File: src/sv/assert_macros.svh
// Assertion macros shared by the interpolator RTL.
// No dependencies; included by the files that carry concurrent checks.
`ifndef ASSERT_MACROS_SVH
`define ASSERT_MACROS_SVH

// Same-cycle implication, disabled while reset is asserted (active low).
`define ASSERT_IMPL(label, clk, rst_n, ante, cons, msg) \
    label: assert property (@(posedge clk) disable iff (!rst_n) (ante) |-> (cons)) \
        else $error(msg);

// Next-cycle implication, disabled while reset is asserted (active low).
`define ASSERT_NEXT(label, clk, rst_n, ante, cons, msg) \
    label: assert property (@(posedge clk) disable iff (!rst_n) (ante) |=> (cons)) \
        else $error(msg);

`endif

File: src/sv/bci_pkg.sv
// Shared constants and codes for the breakpoint curve interpolator.
// No dependencies; imported by bci_div and the top level.
`default_nettype none

package bci_pkg;

    localparam int MAX_POINTS_DEF = 16;
    localparam int VALUE_BITS_DEF = 16;

    localparam int RPM_W     = 16;   // rpm field
    localparam int CNT_W     = 5;    // points_in_use register
    localparam int IDX_W     = 4;    // point_index field
    localparam int CFG_IDX_W = 1;

    localparam logic [CFG_IDX_W-1:0] CFG_POINTS   = 1'b0;
    localparam logic [CFG_IDX_W-1:0] CFG_FALLBACK = 1'b1;

    localparam logic KIND_WRITE  = 1'b0;
    localparam logic KIND_SAMPLE = 1'b1;

endpackage

`default_nettype wire

File: src/sv/bci_div.sv
// Serial restoring divider, one quotient bit per cycle.
// Depends on bci_pkg; the quotient must be known to fit VALUE_BITS bits.
`default_nettype none

module bci_div #(
    parameter int VALUE_BITS = bci_pkg::VALUE_BITS_DEF
) (
    input  wire logic                                  i_clk,
    input  wire logic                                  i_rst_n,
    input  wire logic                                  i_start,
    input  wire logic [bci_pkg::RPM_W+VALUE_BITS-1:0]  i_dividend,
    input  wire logic [bci_pkg::RPM_W-1:0]             i_divisor,
    output logic                                       o_done,
    output logic [VALUE_BITS-1:0]                      o_quot
);
    import bci_pkg::*;

    localparam int CW = $clog2(VALUE_BITS);

    logic [RPM_W-1:0]      r_rem;
    logic [VALUE_BITS-1:0] r_dvd;
    logic [RPM_W-1:0]      r_div;
    logic [CW-1:0]         r_cnt;
    logic                  r_busy;
    logic                  r_done;
    logic [RPM_W:0]        trial;
    logic [RPM_W:0]        diff;
    logic                  q_bit;

    // dividend top half is below the divisor, so the remainder stays in RPM_W bits
    assign trial = {r_rem, r_dvd[VALUE_BITS-1]};
    assign diff  = trial - {1'b0, r_div};
    assign q_bit = (trial >= {1'b0, r_div});

    always_ff @(posedge i_clk) begin
        if (!i_rst_n) begin
            r_busy <= 1'b0;
            r_done <= 1'b0;
            r_cnt  <= '0;
        end else begin
            r_done <= 1'b0;
            if (i_start) begin
                r_busy <= 1'b1;
                r_cnt  <= '0;
            end else if (r_busy) begin
                r_cnt <= r_cnt + 1'b1;
                if (r_cnt == CW'(VALUE_BITS - 1)) begin
                    r_busy <= 1'b0;
                    r_done <= 1'b1;
                end
            end
        end
    end

    always_ff @(posedge i_clk) begin
        if (i_start) begin
            {r_rem, r_dvd} <= i_dividend;
            r_div          <= i_divisor;
        end else if (r_busy) begin
            r_rem <= q_bit ? diff[RPM_W-1:0] : trial[RPM_W-1:0];
            r_dvd <= {r_dvd[VALUE_BITS-2:0], q_bit};
        end
    end

    assign o_done = r_done;
    assign o_quot = r_dvd;

endmodule

`default_nettype wire

File: src/sv/breakpoint_curve_interpolator_top.sv
// Breakpoint curve interpolator: breakpoint table, segment search and interpolation.
// Depends on bci_pkg, bci_div and assert_macros.svh.
//
//  channel | direction | handshake                  | payload
//  --------+-----------+----------------------------+-------------------------------------
//  in      | input     | i_in_valid / o_in_ready    | i_kind i_point_index i_rpm i_point_value
//  out     | output    | o_out_valid / i_out_ready  | o_sample_value o_used_fallback
//  cfg     | input     | i_cfg_we (no wait)         | i_cfg_idx i_cfg_data
//
// A breakpoint write is one transfer and finishes at its accepting edge.
// A sample raises o_out_valid through the fallback path on an empty table,
// after a read of the first and, if needed, the last point when clamped to one of them,
// and after the table walk up to segment k (1..n-1) and the serial divider when
// interpolated; the walk does one memory read per cycle. Input is ready again
// at the edge that raises o_out_valid.
// Reset (synchronous, active low) clears the control state and both registers;
// the table is not cleared. A stalled output holds its transfer while the next
// item is already accepted; only the following result waits for it.
`default_nettype none
`include "assert_macros.svh"

module breakpoint_curve_interpolator_top #(
    parameter int MAX_POINTS = bci_pkg::MAX_POINTS_DEF,
    parameter int VALUE_BITS = bci_pkg::VALUE_BITS_DEF
) (
    input  wire logic                                i_clk,
    input  wire logic                                i_rst_n,
    // configuration
    input  wire logic                                i_cfg_we,
    input  wire logic [bci_pkg::CFG_IDX_W-1:0]       i_cfg_idx,
    input  wire logic [VALUE_BITS-1:0]               i_cfg_data,
    // input items
    input  wire logic                                i_in_valid,
    output logic                                     o_in_ready,
    input  wire logic                                i_kind,
    input  wire logic [bci_pkg::IDX_W-1:0]           i_point_index,
    input  wire logic [bci_pkg::RPM_W-1:0]           i_rpm,
    input  wire logic signed [VALUE_BITS-1:0]        i_point_value,
    // results
    output logic                                     o_out_valid,
    input  wire logic                                i_out_ready,
    output logic signed [VALUE_BITS-1:0]             o_sample_value,
    output logic                                     o_used_fallback
);
    import bci_pkg::*;

    localparam int AW = (MAX_POINTS > 1) ? $clog2(MAX_POINTS) : 1;
    localparam int IW = $clog2(MAX_POINTS + 1);
    localparam int EW = RPM_W + VALUE_BITS;

    localparam logic [2:0] S_IDLE  = 3'd0;
    localparam logic [2:0] S_FIRST = 3'd1;   // entry 0 on the read port
    localparam logic [2:0] S_LAST  = 3'd2;   // last entry on the read port
    localparam logic [2:0] S_SCAN  = 3'd3;   // walking segments upward
    localparam logic [2:0] S_MUL   = 3'd4;   // product into divider
    localparam logic [2:0] S_DIV   = 3'd5;
    localparam logic [2:0] S_DONE  = 3'd6;   // result waits for output register

    // configuration registers
    logic [CNT_W-1:0]              r_points;
    logic signed [VALUE_BITS-1:0]  r_fallback;

    // control
    logic [2:0]                    r_state;
    logic [2:0]                    n_state;
    logic [IW-1:0]                 r_idx;
    logic                          r_o_valid;

    // payload
    logic [RPM_W-1:0]              r_q;
    logic [RPM_W-1:0]              r_prev_rpm;
    logic signed [VALUE_BITS-1:0]  r_prev_val;
    logic [RPM_W-1:0]              r_off;
    logic [VALUE_BITS-1:0]         r_dvmag;
    logic                          r_neg;
    logic [RPM_W-1:0]              r_span;
    logic signed [VALUE_BITS-1:0]  r_base;
    logic signed [VALUE_BITS-1:0]  r_res_val;
    logic                          r_res_fb;
    logic signed [VALUE_BITS-1:0]  r_o_val;
    logic                          r_o_fb;

    // table memory: {rpm, value} per breakpoint
    logic [EW-1:0]                 mem [MAX_POINTS];
    logic [EW-1:0]                 r_rd_data;
    logic [AW-1:0]                 rd_addr;
    logic [AW-1:0]                 wr_addr;
    logic                          wr_en;

    logic                          in_fire;
    logic                          out_load;
    logic [IW-1:0]                 cnt_eff;
    logic [IW-1:0]                 last_idx;
    logic [IW-1:0]                 idx_nxt;
    logic [RPM_W-1:0]              rd_rpm;
    logic signed [VALUE_BITS-1:0]  rd_val;
    logic                          seg_hit;
    logic signed [VALUE_BITS:0]    dv;
    logic [VALUE_BITS:0]           dv_abs;
    logic signed [VALUE_BITS:0]    quot_ext;
    logic signed [VALUE_BITS:0]    res_sum;
    logic                          div_start;
    logic                          div_done;
    logic [VALUE_BITS-1:0]         div_quot;
    logic [EW-1:0]                 product;

    assign in_fire  = i_in_valid && o_in_ready;
    assign out_load = (r_state == S_DONE) && (!r_o_valid || i_out_ready);

    // count above the table depth saturates
    assign cnt_eff  = (32'(r_points) > MAX_POINTS) ? IW'(MAX_POINTS) : IW'(r_points);
    assign last_idx = cnt_eff - 1'b1;
    assign idx_nxt  = r_idx + 1'b1;

    assign rd_rpm = r_rd_data[EW-1:VALUE_BITS];
    assign rd_val = r_rd_data[VALUE_BITS-1:0];

    assign wr_en   = in_fire && (i_kind == KIND_WRITE) && (32'(i_point_index) < MAX_POINTS);
    assign wr_addr = AW'(32'(i_point_index));

    always_comb begin
        case (r_state)
            S_FIRST: rd_addr = last_idx[AW-1:0];
            S_LAST:  rd_addr = AW'(1);
            S_SCAN:  rd_addr = idx_nxt[AW-1:0];
            default: rd_addr = '0;
        endcase
    end

    always_ff @(posedge i_clk) begin
        if (wr_en) begin
            mem[wr_addr] <= {i_rpm, i_point_value};
        end
        r_rd_data <= mem[rd_addr];
    end

    // segment ends at the first entry at or above the query, or at the last point in use
    assign seg_hit  = (r_q <= rd_rpm) || (r_idx == last_idx);
    assign dv       = {rd_val[VALUE_BITS-1], rd_val} - {r_prev_val[VALUE_BITS-1], r_prev_val};
    assign dv_abs   = dv[VALUE_BITS] ? (~dv + 1'b1) : dv;
    assign product  = EW'(r_off * r_dvmag);
    assign quot_ext = {1'b0, div_quot};
    assign res_sum  = r_neg ? ({r_base[VALUE_BITS-1], r_base} - quot_ext)
                            : ({r_base[VALUE_BITS-1], r_base} + quot_ext);
    assign div_start = (r_state == S_MUL);

    bci_div #(
        .VALUE_BITS (VALUE_BITS)
    ) u_div (
        .i_clk      (i_clk),
        .i_rst_n    (i_rst_n),
        .i_start    (div_start),
        .i_dividend (product),
        .i_divisor  (r_span),
        .o_done     (div_done),
        .o_quot     (div_quot)
    );

    always_comb begin
        n_state = r_state;
        case (r_state)
            S_IDLE: begin
                if (in_fire && (i_kind == KIND_SAMPLE)) begin
                    n_state = (cnt_eff == '0) ? S_DONE : S_FIRST;
                end
            end
            S_FIRST: begin
                n_state = (r_q <= rd_rpm) ? S_DONE : S_LAST;
            end
            S_LAST: begin
                n_state = (r_q >= rd_rpm) ? S_DONE : S_SCAN;
            end
            S_SCAN: begin
                if (seg_hit) begin
                    n_state = (rd_rpm <= r_prev_rpm) ? S_DONE : S_MUL;
                end
            end
            S_MUL: begin
                n_state = S_DIV;
            end
            S_DIV: begin
                if (div_done) begin
                    n_state = S_DONE;
                end
            end
            S_DONE: begin
                if (out_load) begin
                    n_state = S_IDLE;
                end
            end
            default: begin
                n_state = S_IDLE;
            end
        endcase
    end

    // control and configuration registers
    always_ff @(posedge i_clk) begin
        if (!i_rst_n) begin
            r_state    <= S_IDLE;
            r_idx      <= '0;
            r_o_valid  <= 1'b0;
            r_points   <= '0;
            r_fallback <= '0;
        end else begin
            r_state <= n_state;
            if (i_cfg_we) begin
                case (i_cfg_idx)
                    CFG_POINTS:   r_points   <= i_cfg_data[CNT_W-1:0];
                    CFG_FALLBACK: r_fallback <= i_cfg_data;
                    default:      r_points   <= r_points;
                endcase
            end
            if (r_state == S_LAST) begin
                r_idx <= IW'(1);
            end else if ((r_state == S_SCAN) && !seg_hit) begin
                r_idx <= idx_nxt;
            end
            if (out_load) begin
                r_o_valid <= 1'b1;
            end else if (i_out_ready) begin
                r_o_valid <= 1'b0;
            end
        end
    end

    // datapath registers
    always_ff @(posedge i_clk) begin
        case (r_state)
            S_IDLE: begin
                r_q       <= i_rpm;
                r_res_val <= r_fallback;
                r_res_fb  <= 1'b1;
            end
            S_FIRST: begin
                r_res_fb   <= 1'b0;
                r_res_val  <= rd_val;
                r_prev_rpm <= rd_rpm;
                r_prev_val <= rd_val;
            end
            S_LAST: begin
                r_res_val <= rd_val;
            end
            S_SCAN: begin
                r_res_val <= rd_val;
                if (!seg_hit) begin
                    r_prev_rpm <= rd_rpm;
                    r_prev_val <= rd_val;
                end
                r_off   <= r_q - r_prev_rpm;
                r_span  <= rd_rpm - r_prev_rpm;
                r_neg   <= dv[VALUE_BITS];
                r_dvmag <= dv_abs[VALUE_BITS-1:0];
                r_base  <= r_prev_val;
            end
            S_DIV: begin
                if (div_done) begin
                    r_res_val <= res_sum[VALUE_BITS-1:0];
                end
            end
            default: begin
                r_res_val <= r_res_val;
            end
        endcase
        if (out_load) begin
            r_o_val <= r_res_val;
            r_o_fb  <= r_res_fb;
        end
    end

    assign o_in_ready      = (r_state == S_IDLE);
    assign o_out_valid     = r_o_valid;
    assign o_sample_value  = r_o_val;
    assign o_used_fallback = r_o_fb;

    `ASSERT_NEXT(a_empty_goes_done, i_clk, i_rst_n,
        in_fire && (i_kind == KIND_SAMPLE) && (cnt_eff == '0),
        (r_state == S_DONE) && r_res_fb, "empty-table sample did not take the fallback path")
    `ASSERT_IMPL(a_fallback_value, i_clk, i_rst_n,
        r_o_valid && r_o_fb, o_sample_value == r_fallback,
        "fallback result differs from fallback register")
    `ASSERT_IMPL(a_scan_in_range, i_clk, i_rst_n,
        r_state == S_SCAN, (r_idx != '0) && (r_idx <= last_idx),
        "segment walk left the points in use")
    `ASSERT_NEXT(a_result_loaded, i_clk, i_rst_n,
        out_load, o_out_valid && (r_state == S_IDLE),
        "finished result not moved into the output register")

endmodule

`default_nettype wire
File: config.mk
export PLATFORM = sky130hd
export DESIGN_NAME = breakpoint_curve_interpolator_top
export DESIGN_NICKNAME = d
export VERILOG_FILES = /design/src/sv/bci_pkg.sv /design/src/sv/bci_div.sv /design/src/sv/breakpoint_curve_interpolator_top.sv
export VERILOG_INCLUDE_DIRS = /design/src /design/src/sv
export SDC_FILE = /design/constraint.sdc
export NUM_CORES = 2
export LEC_CHECK = 0
export CORE_AREA = 2 2 268 270
export DETAILED_ROUTE_END_ITERATION = 10
export DIE_AREA = 0 0 270 272
export DONT_BUFFER_PORTS = 1
export GPL_TIMING_DRIVEN = 1
export MAX_ROUTING_LAYER = met4
export PLACE_DENSITY = 0.85
export SYNTH_ARGS = -nofsm -noshare
export SYNTH_HDL_FRONTEND = slang
export SYNTH_SLANG_ARGS = --single-unit
File: constraint.sdc
create_clock -name i_clk -period 15.8 [get_ports i_clk]
set_input_delay 0.79 -clock i_clk [delete_from_list [all_inputs] [get_ports i_clk]]
set_output_delay 0.79 -clock i_clk [all_outputs]
set_load 0.005 [all_outputs]
==> results.toml <==
[timing]
clock_skew_ps = 44.4
max_slew_margin = 0.182
min_period_ps = 6960
rsz0062_at_grt = "false"
slew_violations = 0
hold_viol = 0
worst_slew_pin_slew_ps = 1230
final.setup.tns_ps = 0
final.setup.worst_slack_ps = 8840
period_share = 0.441
timing.fmax_mhz = 144
finalSetupViolCount = 0
whs_ps = 232

[synthesis]
yosysSeqAreaShare = 0.547
synth.distinct_cells = 75
synth_warnings = 0
ys.flop_type = "edfxtp_1"
async_flop_share = 0
synth_edf_count = 707
syn_area_mm2 = 0.0413
avgSynthCellArea_um2 = 13.6
synthCells = 3042
synth_nets = 3503
ys_ff_latch = 775

[global_routing]
use_met3 = 0.0420
antenna_found_initial = 2
grt-ovfl-total = 0
grt_pass1_wl_um = 146000
use_met2 = 0.446
grt_pass1_vias = 25700
use_met1 = 0.337
track_usage = 0.268
grt_max_degree = 98
grt.busiest_layer = "met2"

[cells_and_area]
fillerInstances = 4919
drive_gt1_frac = 0.102
multiInputGateArea_mm2 = 0.0172
largestRegisters = "mem x512, r_rd_data x32"
final_nets = 3505
largest_reg_flops = 512
top_register = "mem"
ff_latch_area_mm2 = 0.0226
syn_to_final_growth_pct = 8.86

[routing]
dr.pass1.iters = 6
detail-route-antenna-nets = 0
viasPerCell = 6.06
wire_per_inst_um = 23.2
drt-initial-drc-count = 2340
routed_wl_um = 93800
route.detailed.drc = 0
dr_total_vias = 24600

[floorplanning]
fp.dieH_um = 272
pin_count = 78
core_mm2 = 0.0708
design.die.area_mm2 = 0.0734
num_rows = 98
die_w_um = 270
start_util = 0.583

[run_status]
outcome = "completed"

[cts]
cts_root_buf = "clkbuf_16"
clock_path_buffers = 3
insertion_delay_ps = 650
numCtsBuffers = 74
cts_tree = "yes"
clkSinkCount = 775
cts_resized = 0
path_clk_slew_ps = 90
cts_setup_buffers = 0
cts_hold_buffers = 0
cts.htree.levels = 3

[critical_path]
cp.required_ps = 16130
regToRegSetupSlack_ps = 8840
worst_r2r_path_depth = 22
cp-start-kind = "flip-flop"
crit_path_end_kind = "flip-flop"
cp_max_fo = 16
rr_endpoint = "u_div.r_rem[15]"
rr_startpoint = "r_off[12]"
path_class = "flip-flop to flip-flop"
cp.arrival_ps = 7300

[placement]
port_buffers = 0
place_congestion = 0.915
hpwl_um = 59400
place_ws_ps = 8870

[hold_path]
holdPathStages = 0
min_from = "i_point_value[2]"
hold_end = "mem[12][2]"
min_path_type = "primary input to flip-flop"

[flow_run]
drv_cap = 0
## stage by stage
stage / util / cells / area (um2)
floorplan: - / 3042 / 41300
CTS: 0.635 / 4050 / 44900
global placement: 0.600 / 3918 / 42400
finish: 0.635 / 4052 / 44900
global route: 0.635 / 4052 / 44900
detailed placement: 0.600 / 3918 / 42400
## critical path: stages (launching register included)
cell and delay [ps]:
edfxtp_1 660, and2_1 300, fa_1 530, inv_1 50, fa_1 470, inv_1 50
fa_1 480, fa_1 500, fa_1 490, inv_1 50, fa_1 540, inv_1 60
ha_1 360, a2111oi_0 370, o21ai_0 160, a221o_1 300, o21ba_2 260, o21ai_1 150
a211oi_2 360, o221ai_1 150, a21oi_1 190, xnor2_1 130, mux2i_1 80
## cells in the mapped netlist (22+ instances only)
master / instances / area share
clkbuf_1: 81 / 0.0074
a21oi_1: 73 / 0.0089
a21o_1: 28 / 0.0051
inv_1: 314 / 0.029
nand2b_1: 25 / 0.0038
mux4_2: 128 / 0.070
a31oi_1: 46 / 0.0070
xnor2_1: 84 / 0.018
xor2_1: 46 / 0.0098
a21boi_0: 25 / 0.0045
mux2i_1: 22 / 0.0053
a211oi_1: 39 / 0.0071
ha_1: 203 / 0.062
nand3_1: 27 / 0.0033
nor2_1: 100 / 0.0091
o21ai_0: 88 / 0.011
nand2_1: 344 / 0.031
fa_1: 199 / 0.097
edfxtp_1: 707 / 0.51
dfxtp_1: 68 / 0.033
and2_1: 151 / 0.023
nor2b_1: 32 / 0.0048
nor3_1: 26 / 0.0032
## cell type report
type	instances	share of cell area
Sequential cell	775	0.503
Clock inverter	42	0.0113
Antenna cell	2	0.000111
Clock buffer	90	0.0444
Timing Repair Buffer	31	0.00546
Inverter	315	0.0263
Tap cell	950	0.0265
Multi-Input combinational cell	1847	0.383
## cells by family after synthesis
group,count (synthesis),synth area share
buffers and inverters,420,0.0397
adders and majority gates,402,0.158
DFF,775,0.547
and+or+nand+nor,765,0.0885
muxes,154,0.0763
AOI/OAI and AO/OA,396,0.0626
xor gates and xnor gates,130,0.0276
## placed cells by master, fill, tap and decap left out, types with 9 or more instances in the layout
cell         n
clkbuf_16   76
nand4_1     13
a21boi_0    25
a31oi_1     46
nand2b_1    25
buf_4       30
mux4_2     128
ha_1       203
nand3_1     27
mux2i_1     22
xnor2_1     84
or3_1        9
clkinv_2     9
fa_1       199
bufinv_16    9
xor2_1      46
nor2_4      13
and2_1     151
edfxtp_1   707
dfxtp_1     68
a21o_1      28
inv_1      313
nand2_1    344
nor2_1      87
a211oi_1    39
o21ai_0     88
clkbuf_1    10
o21a_1      13
a21oi_1     73
a22oi_1     14
nor2b_1     32
o21bai_1     9
nor3_1      21
## layer usage
metal,vias up,share of wire
met2,1195,0.50
met4,0,0.032
met3,210,0.083
li1,10900,-
met5,-,0
met1,12300,0.38
## worst max path at each step
stage                    start               to  slack [ps]  cells past startpoint
finish               r_off[12]  u_div.r_rem[15]        8840                     22
floorplan           r_dvmag[1]  u_div.r_rem[15]        9450                     22
detailed placement   r_off[12]  u_div.r_rem[15]        8870                     22
CTS                  r_off[12]  u_div.r_rem[15]        8870                     22
global placement     r_off[12]  u_div.r_rem[15]        8950                     22
global route         r_off[11]  u_div.r_rem[15]        8430                     22
Power is left out: the tool's default activity adds up to more than one toggle a clock period on the data nets, which glitch-free logic cannot reach.
